File: src/rtl/gbn_pkg.sv
// ----------------------------------------------------------------------------
// gbn_pkg
// Shared constants, codes and helpers for the go-back-N send window.
// ----------------------------------------------------------------------------
package gbn_pkg;

    // Window geometry.
    localparam int WINDOW = 10;
    localparam int IDX_W  = 4;
    localparam int CNT_W  = 4;
    localparam int SUM_W  = CNT_W + 1;

    // Stream widths.
    localparam int IN_DATA_W  = 72;
    localparam int IN_USER_W  = 3;
    localparam int OUT_DATA_W = 80;
    localparam int OUT_USER_W = 3;

    // One window entry: channel, handle, length and sequence number.
    localparam int ENTRY_W = 68;

    typedef logic [IDX_W-1:0] idx_t;
    typedef logic [CNT_W-1:0] cnt_t;

    // Request codes.
    localparam logic [1:0] REQ_ENQ     = 2'd0;
    localparam logic [1:0] REQ_RESP    = 2'd1;
    localparam logic [1:0] REQ_TIMEOUT = 2'd2;
    localparam logic [1:0] REQ_TX      = 2'd3;

    // Result kind codes.
    localparam logic [2:0] KIND_TX     = 3'd0;
    localparam logic [2:0] KIND_ENQ    = 3'd1;
    localparam logic [2:0] KIND_FULL   = 3'd2;
    localparam logic [2:0] KIND_ACKED  = 3'd3;
    localparam logic [2:0] KIND_IGNORE = 3'd4;
    localparam logic [2:0] KIND_IDLE   = 3'd5;

    // Ring position base + offset, modulo the window; the sum stays below twice the window.
    function automatic idx_t wrap_add(input idx_t base, input cnt_t offs);
        logic [SUM_W-1:0] sum;
        sum = {1'b0, base} + {1'b0, offs};
        if (sum >= SUM_W'(WINDOW))
        begin
            sum = sum - SUM_W'(WINDOW);
        end
        return sum[IDX_W-1:0];
    endfunction

endpackage

File: src/rtl/go_back_n_send_window_core.sv
// ----------------------------------------------------------------------------
// go_back_n_send_window_core
// Go-back-N sender window held in a ring memory of WINDOW entries.
// ----------------------------------------------------------------------------
// The block takes one request item at a time. Enqueue, response and timeout
// items pass through the accept cycle, in which the window memory read is
// issued, and then the execute state, in which the registered read data is
// used and the result is loaded into the output register. A transmit pass
// emits its pending entries one entry a cycle from the single read port of
// the window memory while the result stream takes them; with nothing pending
// it gives one idle item. Back-pressure on the result stream holds the execute
// state while a result waits. A finished result can wait in the output
// register while the next request item is accepted.
module go_back_n_send_window_core
    import gbn_pkg::*;
(
    input  logic                  clk,
    input  logic                  rst_n,
    input  logic                  s_axis_tvalid,
    output logic                  s_axis_tready,
    // Fields from bit 0: channel(4), packet_handle(16), packet_len(16),
    // seq_num(32), zero pad(4).
    input  logic [IN_DATA_W-1:0]  s_axis_tdata,
    // Fields from bit 0: req_type(2), is_ack(1).
    input  logic [IN_USER_W-1:0]  s_axis_tuser,
    output logic                  m_axis_tvalid,
    input  logic                  m_axis_tready,
    // Fields from bit 0: slot(4), channel_out(4), handle_out(16), len_out(16),
    // seq_out(32), occupancy(4), zero pad(4).
    output logic [OUT_DATA_W-1:0] m_axis_tdata,
    // Fields from bit 0: result_kind(3).
    output logic [OUT_USER_W-1:0] m_axis_tuser,
    output logic                  m_axis_tlast
);

    localparam logic ST_IDLE = 1'b0;
    localparam logic ST_EXEC = 1'b1;

    logic state_reg, state_next;

    // Window control registers.
    idx_t head_reg, head_next;
    cnt_t held_reg, held_next;
    cnt_t sent_reg, sent_next;

    // Captured request.
    logic [1:0]  req_type_reg, req_type_next;
    logic [3:0]  chan_reg, chan_next;
    logic [15:0] handle_reg, handle_next;
    logic [15:0] len_reg, len_next;
    logic [31:0] seq_reg, seq_next;
    logic        ack_reg, ack_next;

    // Output register.
    logic                  out_valid_reg, out_valid_next;
    logic [OUT_DATA_W-1:0] out_data_reg, out_data_next;
    logic [OUT_USER_W-1:0] out_user_reg, out_user_next;
    logic                  out_last_reg, out_last_next;

    // Window memory and its port signals.
    logic [ENTRY_W-1:0] mem [WINDOW];
    logic [ENTRY_W-1:0] rd_data_reg;
    logic               rd_en;
    idx_t               rd_addr;
    logic               wr_en;
    idx_t               wr_addr;
    logic [ENTRY_W-1:0] wr_data;

    // Result fields assembled before loading the output register.
    logic        out_free;
    logic        out_load;
    logic [2:0]  res_kind;
    idx_t        res_slot;
    logic [3:0]  res_chan;
    logic [15:0] res_handle;
    logic [15:0] res_len;
    logic [31:0] res_seq;
    logic        res_last;
    cnt_t        sent_inc;
    idx_t        tail;

    assign s_axis_tready = (state_reg == ST_IDLE);
    assign m_axis_tvalid = out_valid_reg;
    assign m_axis_tdata  = out_data_reg;
    assign m_axis_tuser  = out_user_reg;
    assign m_axis_tlast  = out_last_reg;

    assign out_free = !out_valid_reg || m_axis_tready;
    assign sent_inc = sent_reg + CNT_W'(1);
    assign tail     = wrap_add(head_reg, held_reg);

    // Sequencer: capture, then read-modify-write against the window memory.
    always_comb
    begin
        state_next    = state_reg;
        head_next     = head_reg;
        held_next     = held_reg;
        sent_next     = sent_reg;
        req_type_next = req_type_reg;
        chan_next     = chan_reg;
        handle_next   = handle_reg;
        len_next      = len_reg;
        seq_next      = seq_reg;
        ack_next      = ack_reg;
        rd_en         = 1'b0;
        rd_addr       = head_reg;
        wr_en         = 1'b0;
        wr_addr       = tail;
        wr_data       = {chan_reg, handle_reg, len_reg, seq_reg};
        out_load      = 1'b0;
        res_kind      = KIND_IDLE;
        res_slot      = head_reg;
        res_chan      = '0;
        res_handle    = '0;
        res_len       = '0;
        res_seq       = '0;
        res_last      = 1'b1;

        unique case (state_reg)
            ST_IDLE:
            begin
                if (s_axis_tvalid)
                begin
                    req_type_next = s_axis_tuser[1:0];
                    ack_next      = s_axis_tuser[2];
                    chan_next     = s_axis_tdata[3:0];
                    handle_next   = s_axis_tdata[19:4];
                    len_next      = s_axis_tdata[35:20];
                    seq_next      = s_axis_tdata[67:36];
                    rd_en         = 1'b1;
                    // Responses look at the head; a pass starts at the first unsent entry.
                    rd_addr       = (s_axis_tuser[1:0] == REQ_RESP) ?
                                    head_reg : wrap_add(head_reg, sent_reg);
                    state_next    = ST_EXEC;
                end
            end
            ST_EXEC:
            begin
                if (out_free)
                begin
                    out_load = 1'b1;
                    unique case (req_type_reg)
                        REQ_ENQ:
                        begin
                            res_seq = seq_reg;
                            if (held_reg >= CNT_W'(WINDOW))
                            begin
                                res_kind = KIND_FULL;
                            end
                            else
                            begin
                                wr_en     = 1'b1;
                                held_next = held_reg + CNT_W'(1);
                                res_kind  = KIND_ENQ;
                                res_slot  = tail;
                            end
                            state_next = ST_IDLE;
                        end
                        REQ_RESP:
                        begin
                            res_seq = seq_reg;
                            if ((held_reg != '0) && ack_reg && (rd_data_reg[31:0] == seq_reg))
                            begin
                                res_kind   = KIND_ACKED;
                                res_chan   = rd_data_reg[67:64];
                                res_handle = rd_data_reg[63:48];
                                res_len    = rd_data_reg[47:32];
                                head_next  = wrap_add(head_reg, CNT_W'(1));
                                held_next  = held_reg - CNT_W'(1);
                                if (sent_reg != '0)
                                begin
                                    sent_next = sent_reg - CNT_W'(1);
                                end
                            end
                            else
                            begin
                                res_kind = KIND_IGNORE;
                            end
                            state_next = ST_IDLE;
                        end
                        REQ_TIMEOUT:
                        begin
                            res_kind   = KIND_IGNORE;
                            sent_next  = '0;
                            state_next = ST_IDLE;
                        end
                        REQ_TX:
                        begin
                            if (sent_reg >= held_reg)
                            begin
                                res_kind   = KIND_IDLE;
                                state_next = ST_IDLE;
                            end
                            else
                            begin
                                // Emit the entry held in the read register and fetch the next one.
                                res_kind   = KIND_TX;
                                res_slot   = wrap_add(head_reg, sent_reg);
                                res_chan   = rd_data_reg[67:64];
                                res_handle = rd_data_reg[63:48];
                                res_len    = rd_data_reg[47:32];
                                res_seq    = rd_data_reg[31:0];
                                sent_next  = sent_inc;
                                res_last   = (sent_inc >= held_reg);
                                if (sent_inc >= held_reg)
                                begin
                                    state_next = ST_IDLE;
                                end
                                else
                                begin
                                    rd_en   = 1'b1;
                                    rd_addr = wrap_add(head_reg, sent_inc);
                                end
                            end
                        end
                    endcase
                end
            end
        endcase
    end

    // Output register: loaded with a new result, cleared when taken.
    always_comb
    begin
        out_valid_next = out_valid_reg;
        out_data_next  = out_data_reg;
        out_user_next  = out_user_reg;
        out_last_next  = out_last_reg;
        if (out_load)
        begin
            out_valid_next = 1'b1;
            out_data_next  = {4'b0000, held_next, res_seq, res_len, res_handle,
                              res_chan, res_slot};
            out_user_next  = res_kind;
            out_last_next  = res_last;
        end
        else if (m_axis_tready)
        begin
            out_valid_next = 1'b0;
        end
    end

    // Control state.
    always_ff @(posedge clk or negedge rst_n)
    begin
        if (!rst_n)
        begin
            state_reg     <= ST_IDLE;
            head_reg      <= '0;
            held_reg      <= '0;
            sent_reg      <= '0;
            out_valid_reg <= 1'b0;
        end
        else
        begin
            state_reg     <= state_next;
            head_reg      <= head_next;
            held_reg      <= held_next;
            sent_reg      <= sent_next;
            out_valid_reg <= out_valid_next;
        end
    end

    // Payload registers.
    always_ff @(posedge clk)
    begin
        req_type_reg <= req_type_next;
        chan_reg     <= chan_next;
        handle_reg   <= handle_next;
        len_reg      <= len_next;
        seq_reg      <= seq_next;
        ack_reg      <= ack_next;
        out_data_reg <= out_data_next;
        out_user_reg <= out_user_next;
        out_last_reg <= out_last_next;
    end

    // Window memory: one write port, one registered read port.
    always_ff @(posedge clk)
    begin
        if (wr_en)
        begin
            mem[wr_addr] <= wr_data;
        end
        if (rd_en)
        begin
            rd_data_reg <= mem[rd_addr];
        end
    end

endmodule

File: config.mk
export PLATFORM = sky130hd
export DESIGN_NAME = go_back_n_send_window_core
export DESIGN_NICKNAME = d
export VERILOG_FILES = /design/src/rtl/gbn_pkg.sv /design/src/rtl/go_back_n_send_window_core.sv
export SDC_FILE = /design/constraint.sdc
export NUM_CORES = 1
export LEC_CHECK = 0
export BUFFER_PORTS_ARGS = -buffer_cell sky130_fd_sc_hd__buf_2
export CORE_ASPECT_RATIO = 1.2
export CORE_UTILIZATION = 45
export DETAILED_ROUTE_END_ITERATION = 16
export MAX_ROUTING_LAYER = met4
export PLACE_DENSITY = 0.6
export SYNTH_ARGS = -nofsm -noshare
export SYNTH_HDL_FRONTEND = slang
export SYNTH_SLANG_ARGS = --single-unit
File: constraint.sdc
create_clock -name clk -period 17.81 [get_ports clk]
set_clock_uncertainty 0.05 [all_clocks]
set_input_delay 1.781 -clock clk [delete_from_list [all_inputs] [get_ports clk]]
set_output_delay 1.781 -clock clk [all_outputs]
set_load 0.1 [all_outputs]
==> results.cfg <==
[outcome]
outcome = completed

[timing]
max-slew-margin-rel_pct = 20.3
period_share_pct = 35.5
finalSetupViolations = 0
fmax_ghz = 0.158
final_max_slew_viol_count = 0
setup_ws_ns = 11.48
finalSetupTns_ns = 0
whs_ns = 0.467
hold_violations = 0
tightestPinTransition_ns = 1.19
period_minus_slack_ns = 6.33
rsz0062_at_grt = no

[worst_setup_path]
worst_setup_path_end_kind = register
criticalPathCategory = input port to register
path_max_fanout = 61
r2r_slack_ns = 11.56
cp.required_ns = 18.14
worst_setup_path_start_kind = input port
cp_data_arrival_time_ns = 6.66

[finish]
final_nets = 2489
design_area_um2 = 40900
multi_input_area_um2 = 8260
area_growth_syn_to_layout_pct = 13.4
layout-drive-gt1-share_pct = 14.5
antenna_cells = 0
seq_area_um2 = 27300
largest_reg_flops = 680
nFillCells = 6459

[global_route]
grt_pass1_wl_um = 125000
grt_antenna_before_repair = 0
grt-ovfl-total = 0
grtUsageTotal_pct = 21.5
grt_pass1_vias = 20100
grt_max_degree = 137

[clock_network]
cts_sinks = 913
cts_setup_buffers = 0
cts_htree_levels = 3
holdBufCountCts = 0
cts_buffers = 89
cts_resized = 0
root_buffer = clkbuf_16
clkTransAtPathRegs_ns = 0.06
cts_tree = yes
clkLatencyLatePin_ns = 0.65
clockBufferDepth = 3

[synthesis]
ys.warnings.count = 0
syn_inst = 2201
synthArstFlopShare_pct = 1.53
ys_ff_latch = 913
postSynthAreaPerCell_um2 = 16.4
yosysTopAreaCellShare_pct = 74.9
ys_seq_area_share_pct = 75.8
yosysUniqueCellTypes = 60
synthTopCellsByArea = edfxtp_1 75%, mux2i_1 7.5%, nand2_1 3.1%
yosys_most_used_dff = edfxtp_1
yosysTopAreaCell = edfxtp_1
synth_area_um2 = 36100
synth-edff-count = 899

[pwr]
p_sw_share_pct = 34.2
power.share.clock_pct = 28.7
p_sw_mw = 2.16
intPower_mw = 4.17
power-per-cell-area_nw_per_um2 = 155
comb_power_share_pct = 26.4
leakage_nw = 13.7
seqPwrFrac_pct = 44.8
peakVddDrop_uv = 108

[place]
placed_cell_area_um2 = 38100
gp_congestion = 0.837
io_buffers = 156
post-place-ws_ns = 10.73
hpwlAfterDp_um = 45400

[die]
io_pins = 165
dieWidth_um = 260
initial_core_util_pct = 45.5
dieArea_um2 = 81300
core_um2 = 79200
rows = 113
die_y_um = 312

[route]
via_count = 19700
wl_um = 84300
drt_drc_violations_left = 0
final_antenna_net_count = 0
dr.pass1.iters = 5
drtIter0Drc = 1442
detail_route.wl_per_cell_um = 24.2
viasPerCell = 5.65

[min_path]
hold_path_class = register to register

[run]
maxCapViolCount = 0
## cells in the mapped netlist, drive strengths merged (5+ instances only)
library cell and number:
a21o 7, a21oi 24, a22o 73, a22oi 32
a31oi 73, a32oi 67, and2 38, buf 50
clkbuf 68, dfrtp 14, edfxtp 899, ha 36
inv 23, mux2i 272, nand2 302, nand2b 6
nand3 6, nand4 10, nor2 70, nor2b 5
nor3 6, o21ai 17, o31ai 5, xnor2 36
xor2 7
## worst paths after layout
kind | depth (start not counted) | start | to
setup reg to reg | 17 | sent_reg[0] | rd_data_reg[57]
max in group asynchronous | 1 | rst_n | held_reg[2]
setup / recovery | 13 | m_axis_tready | rd_data_reg[57]
hold / removal | 1 | rd_data_reg[34] | m_axis_tdata[26]
min in group asynchronous | 1 | rst_n | sent_reg[0]
hold reg to reg | 1 | rd_data_reg[34] | m_axis_tdata[26]
## critical path, cell delays in order
cell and delay, ns:
buf_2 0.08, nand2b_1 0.11, nand2_1 0.37, inv_4 0.61, nand4b_4 0.34, and3_1 0.29
nor3_1 0.33, and2_4 0.57, buf_4 0.63, buf_4 0.80, mux2i_1 0.28, mux2i_1 0.10
a22o_1 0.29
## stage by stage
stage	total power [mW]	instances	utilization, %
2_1_floorplan	4.11	2204	-
4_1_cts	6.39	3480	51.6
3_3_place_gp	4.53	3315	48.1
3_5_place_dp	4.57	3315	48.1
6_report	6.33	3480	51.6
5_1_grt	6.58	3480	51.6
## logic make-up after synthesis
logic type,Yosys count,synth area share (%)
and+or+nand+nor,463,5.51
AOI/OAI and AO/OA,325,6.79
other,1,0.0104
adders and majority gates,39,1.42
muxes,275,7.67
DFF,913,75.8
buffers and inverters,142,1.73
xor gates and xnor gates,43,1.04
## cell usage in the layout, fill, tap and decap left out, drive strengths merged, types with 7 or more instances in the layout
master | synthesis | final
and2 | 38 | 38
a22o | 73 | 73
inv | 23 | 29
bufinv | 0 | 7
o21ai | 17 | 17
xnor2 | 36 | 36
nor2 | 70 | 70
a21o | 7 | 7
a32oi | 67 | 67
dfrtp | 14 | 14
clkbuf | 68 | 108
mux2i | 272 | 272
a22oi | 32 | 32
a31oi | 73 | 73
ha | 36 | 36
buf | 50 | 194
edfxtp | 899 | 899
nand2 | 302 | 302
xor2 | 7 | 7
nand4 | 10 | 10
a21oi | 24 | 24
clkinv | 1 | 43
## layout make-up
cell class              count  share of cell area (%)
inverters                  24                   0.226
repair buffers            194                    2.64
multi-input cells        1149                    20.2
clock inverters            57                    1.20
flip-flops and latches    913                    66.9
clock buffers             108                    5.67
well taps                1035                    3.17
## power by group through the flow
stage / clock network, mW / logic, mW / registers [mW]
finish: 1.82 / 1.68 / 2.84
global route: 1.93 / 1.78 / 2.87
CTS: 1.85 / 1.69 / 2.84
detailed placement: 0 / 1.69 / 2.88
global placement: 0 / 1.66 / 2.87
floorplan: 0 / 0.817 / 3.30
## per-layer routing
layer | vias to the layer above | wire length [µm] | global-route usage, %
li1 | 8868 | - | -
met1 | 10100 | 35600 | 27.4
met2 | 558 | 42200 | 35.3
met3 | 142 | 4470 | 3.08
met4 | 0 | 2110 | 7.08
met5 | - | 0 | -
Note: power is estimated with default switching activity, not from simulation.
